File: src/rtl/cwh_pkg.sv
package cwh_pkg;

    localparam int MAX_CUTS_DEF = 16;
    localparam int MAX_BINS_DEF = 64;

    localparam int SUM_W   = 40;
    localparam int CFG_W   = 32;
    localparam int CIDX_W  = 3;
    localparam int BIN_W   = 8;
    localparam int NCUT_W  = 5;
    localparam int NBIN_W  = 7;
    localparam int CNT_W   = 5;
    localparam int MASK_W  = 16;

    typedef enum logic [CIDX_W-1:0] {
        CFG_RELEVANT_MODE  = 3'd0,
        CFG_RELEVANT_INDEX = 3'd1,
        CFG_NUM_CUTS       = 3'd2,
        CFG_NUM_BINS       = 3'd3,
        CFG_X_MIN          = 3'd4,
        CFG_BIN_SCALE      = 3'd5
    } cfg_index_t;

    typedef enum logic {
        MODE_FILL = 1'b0,
        MODE_READ = 1'b1
    } item_mode_t;

    typedef struct packed {
        logic               mode;
        logic signed [31:0] value;
        logic signed [15:0] weight;
        logic [15:0]        cut_mask;
        logic [4:0]         hist_select;
        logic [6:0]         bin_select;
    } item_t;

    typedef struct packed {
        logic signed [39:0] bin_total;
        logic [4:0]         histos_filled;
        logic [6:0]         bin_used;
        logic               saturated;
    } result_t;

endpackage

File: src/rtl/cwh_binner.sv
module cwh_binner (
    input  logic                         clk,
    input  logic signed [31:0]           value,
    input  logic signed [31:0]           x_min,
    input  logic [31:0]                  bin_scale,
    input  logic [cwh_pkg::NBIN_W-1:0]   nb,
    output logic [cwh_pkg::BIN_W-1:0]    bin
);
    import cwh_pkg::*;

    // Two free-running stages: the offset from the lower edge, then the
    // Q32.32 product whose integer part is the raw bin number.
    logic signed [32:0] d_reg;
    logic signed [32:0] d_next;
    logic [63:0]        prod_reg;
    logic [63:0]        prod_next;
    logic               neg_reg;
    logic [31:0]        k;

    assign d_next    = 33'(value) - 33'(x_min);
    assign prod_next = 64'(d_reg[31:0]) * 64'(bin_scale);

    always_ff @(posedge clk)
    begin
        d_reg    <= d_next;
        prod_reg <= prod_next;
        neg_reg  <= d_reg[32];
    end

    assign k = prod_reg[63:32];

    always_comb
    begin
        if (neg_reg)
        begin
            bin = '0;
        end
        else if (k < 32'(nb))
        begin
            bin = BIN_W'(k) + BIN_W'(1);
        end
        else
        begin
            bin = BIN_W'(nb) + BIN_W'(1);
        end
    end

endmodule
File: config.mk
export PLATFORM = sky130hd
export DESIGN_NAME = cwh_binner
export DESIGN_NICKNAME = d
export VERILOG_FILES = /design/src/rtl/cwh_pkg.sv /design/src/rtl/cwh_binner.sv
export SDC_FILE = /design/constraint.sdc
export NUM_CORES = 2
export LEC_CHECK = 0
export BUFFER_PORTS_ARGS = -buffer_cell sky130_fd_sc_hd__buf_2
export CAP_MARGIN = 20
export CORE_ASPECT_RATIO = 1.1
export CORE_MARGIN = 4
export CORE_UTILIZATION = 66
export DETAILED_ROUTE_END_ITERATION = 10
export PLACE_DENSITY = 0.81
export RECOVER_POWER = 100
export REMOVE_ABC_BUFFERS = 1
export SETUP_SLACK_MARGIN = 0.4
export SLEW_MARGIN = 20
export SYNTH_ARGS = -nofsm -noshare
export SYNTH_HDL_FRONTEND = slang
export SYNTH_SLANG_ARGS = --single-unit
File: constraint.sdc
create_clock -name clk -period 12 [get_ports clk]
set_input_delay 2.4 -clock clk [delete_from_list [all_inputs] [get_ports clk]]
set_output_delay 2.4 -clock clk [all_outputs]
set_load 0.02 [all_outputs]
Word-level counts from Yosys, hierarchy flattened
Index checks and enable logic that the tools add are counted.

Flip-flop bits (word level): 98. Input bits: 104. Output and inout bits: 8. Logic and storage cells: 10.

Add/subtract/negate cells: 3. Multipliers: 1. Order comparisons: 1. Multiplexer cells: 2.

Operators by type and width (count): multiplier 32 x 32 -> 64 bit (1); subtractor 32 x 32 -> 33 bit (1); less-than comparator 32 x 7 -> 1 bit (1); 2-to-1 mux 8 bit (2); adder 7 x 1 -> 8 bit (second input constant) (1); adder 8 x 1 -> 8 bit (second input constant) (1).

Longest topological paths before layout
Depth after elaboration: 3. Gate-level depth with buffers: 28. Gate-level depth less buffers: 27.

Least setup slack after synthesis
No wires, ideal clock.

Path kind: input port to flip-flop. From: input bin_scale[2]. To: register prod_reg[62]. Library setup time: 0.118 ns. Arrival: 9.023 ns. Data required time: 11.882 ns. Path slack: 2.859 ns. Stages on the path: 25. Path buffers: 1. Cell sequence: clkbuf_1 > nand2_1 > fa_1 > inv_1 > fa_1 > inv_1 > fa_1 > fa_1 > inv_1 > fa_1 > fa_1 > fa_1 > inv_1 > fa_1 > inv_1 > ha_1 > and4_1 > nand3_1 > or3_1 > a211oi_1 > o311ai_1 > o31ai_1 > a21oi_1 > o31a_1 > xnor2_1.

Longest elaborated chain between the ends: 1.

RTL lines: start: declaration (RTL line cwh_binner.sv:5) `input logic [31:0] bin_scale,`; multiplier 32 x 32 -> 64 bit (RTL line cwh_binner.sv:21) `assign prod_next = 64'(d_reg[31:0]) * 64'(bin_scale);`; via prod_next[62] (RTL line cwh_binner.sv:16) `logic [63:0] prod_next;`; end signal: assignment (RTL line cwh_binner.sv:26) `prod_reg <= prod_next;`; end: declaration (RTL line cwh_binner.sv:15) `logic [63:0] prod_reg;`.

The timed path passes the listed nets, and every way through them passes these cells.

Worst setup path in the final report
From: input bin_scale[8]. To: register prod_reg[59].

Same word-level chain as after synthesis.

==> flow_metrics.tcl <==
set metrics [dict create \
    path_class "input port to register" \
    utilization_pct 69.2 \
    layout-drive-gt1-share_pct 4.38 \
    pin_count 112 \
    critPathArrivalTime_ns 11.11 \
    area_growth_syn_to_layout_pct 3.05 \
    drt_pass1_iterations 8 \
    finalSetupTns_ns 0 \
    yosys.cell_types.count 73 \
    max_stage_delay_ns 1.43 \
    track_usage_pct 33.1 \
    rsz0062_at_grt "no" \
    antenna_found_initial 4 \
    cts_max_level 3 \
    violations "capacitance limit, slew limit" \
    status "complete, but fails checks" \
    endpoint_kind "register" \
    synth_area_um2 36300 \
    grt_max_degree 33 \
    post-route-min-period_ns 10.84 \
    grt_pass1_wl_mm 153 \
    post_cts_resize_count 0 \
    wl_per_cell_um 19.8 \
    drc 0 \
    dieHeight_um 254 \
    routabilityCongestion 0.933 \
    placed_cell_area_um2 37100 \
    cts_tree "built" \
    post-place-ws_ns 1.86 \
    ys_seq_area_share_pct 3.64 \
    antenna_left 0 \
    skew_ns 0.00539 \
    synth_top_area_share_pct 49.4 \
    hp-class "register to register" \
    clock_tree.root_cell "clkbuf_16" \
    fin_nets 5243 \
    slew_viol_final 33 \
    initial_utilization_pct 67.2 \
    final_cell_area_um2 37400 \
    tightest_slew_ns 2.04 \
    synth_edf_count 0 \
    path_clk_slew_ns 0.06 \
    cp_max_fo 32 \
    vias_per_cell 5.78 \
    period_share_pct 90.4 \
    synthCells 4008 \
    clkLatencyLatePin_ns 0.33 \
    die-area_um2 58800 \
    async_flop_share_pct 0 \
    io_buffers 111 \
    layout_commonest_cell "inv_1" \
    syn_avg_cell_area_um2 9.05 \
    most-common-layout-cells "inv_1 (929), fa_1 (896), and2_1 (587)" \
    cts_made_buffers 9 \
    setup_slack_ns 1.16 \
    yosys_most_used_dff "dfxtp_1" \
    setup.worst_path.start_class "input port" \
    largest_reg_flops 33 \
    synth_seq_cells 66 \
    synth_area_leader_cell "fa_1" \
    drv_cap 1 \
    crit_required_ns 12.27 \
    synth_area_leaders "fa_1 (49%), ha_1 (10%), and2_1 (10%), inv_1 (9.6%), nand2_1 (5.2%)" \
    grt_pass1_vias 30000 \
    cts_hold_buf 0 \
    cp_common_cell "fa_1" \
    yosys_warnings 0 \
    dp_hpwl_mm 72.6 \
    cts_buffer_depth 2 \
    die_x_um 232 \
    num_vias 27000 \
    tritoncts_num_sinks 66 \
    slew_headroom_pct -35.9 \
    finalSetupViolations 0 \
    drt-initial-drc-count 1608 \
    postCtsSetupRepairBufs 0 \
    core_area_um2 54000 \
    hold_viol 0 \
    clock.fmax_mhz 92.2 \
    routed_wl_mm 92.5 \
    globalRouteOverflowTotal 0 \
    nFillCells 4222 \
    rows 89 \
    slowest_stage "clkbuf_1" \
    path_cells "clkbuf_1, nand2_1, fa_1, inv_1, fa_1, inv_1, fa_1, inv_1, fa_1, fa_1, inv_1, fa_1, fa_1, fa_1, inv_1, ha_1, nand4_1, or4_1, a211oi_2, o21ai_0, a21oi_2, o211ai_2, o41ai_2, xnor2_1" \
]
-- layer usage --
layer,track usage (%),routed length (um),up-vias
li1,-,-,11600
met1,38.1,31500,13800
met2,59.4,47800,1262
met3,4.26,6330,392
met4,19.4,6920,2
met5,0,11,-
-- worst max-delay path, delay by kind of cell --
family	cells	cell delay (ns)
AO/OA/AOI/OAI	5	1.31
XOR/XNOR	1	0.15
adder cells (fa/ha/maj)	9	4.50
buffers and inverters	6	1.69
AND/OR/NAND/NOR	3	1.02
-- cells in the mapped netlist (9+ instances only) --
library cell	n
clkbuf_1	195
nor2b_1	10
a211oi_1	12
nand4_1	21
a21oi_1	87
o21a_1	9
a31oi_1	10
dfxtp_1	66
o21bai_1	15
and3_1	11
nor3_1	15
nand2_1	502
o21ai_0	48
ha_1	299
a21o_1	40
and2_1	588
xnor2_1	51
fa_1	896
nand3_1	19
nor2_1	52
inv_1	929
nor4_1	10
xor2_1	14
-- area by class of cell --
cell class | instances | area [um^2] | share of cell area [%]
Sequential cell | 66 | 1340 | 3.59
Multi-Input combinational cell | 2804 | 30600 | 81.8
Inverter | 929 | 3490 | 9.32
Antenna cell | 3 | 7.51 | 0.0201
Clock inverter | 7 | 103 | 0.274
Timing Repair Buffer | 134 | 716 | 1.91
Clock buffer | 9 | 225 | 0.602
Tap cell | 728 | 911 | 2.44
-- path summary, 6_finish.rpt --
kind | end | depth (start not counted) | start | slack, ns
setup / recovery | prod_reg[59]$_DFF_P_ | 24 | bin_scale[8] | 1.16
hold / removal | neg_reg$_DFF_P_ | 0 | d_reg[32]$_DFF_P_ | 0.33
setup reg to reg | prod_reg[59]$_DFF_P_ | 24 | d_reg[11]$_DFF_P_ | 3.49
hold reg to reg | neg_reg$_DFF_P_ | 0 | d_reg[32]$_DFF_P_ | 0.33
-- logic make-up (layout without fill, tap and decap cells) --
family | count (synthesis) | count (layout) | share of synthesized area, %
AO/OA/AOI/OAI | 280 | 280 | 5.03
XOR/XNOR | 65 | 65 | 1.57
adder cells (fa/ha/maj) | 1195 | 1195 | 59.7
buffers and inverters | 1138 | 1079 | 12.0
flip-flops | 66 | 66 | 3.64
multiplexers | 7 | 7 | 0.197
other | 0 | 3 | 0
AND/OR/NAND/NOR | 1257 | 1257 | 17.8
-- metrics by stage --
step / instances / hold WS (ns)
detailed placement: 4661 / 0.321
floorplan: 3799 / 0.310
global placement: 4661 / 0.313
CTS: 4677 / 0.334
finish: 4680 / 0.333
global route: 4679 / 0.337
Power is left out: the tool's default activity adds up to more than one toggle a clock period on the data nets, which glitch-free logic cannot reach.
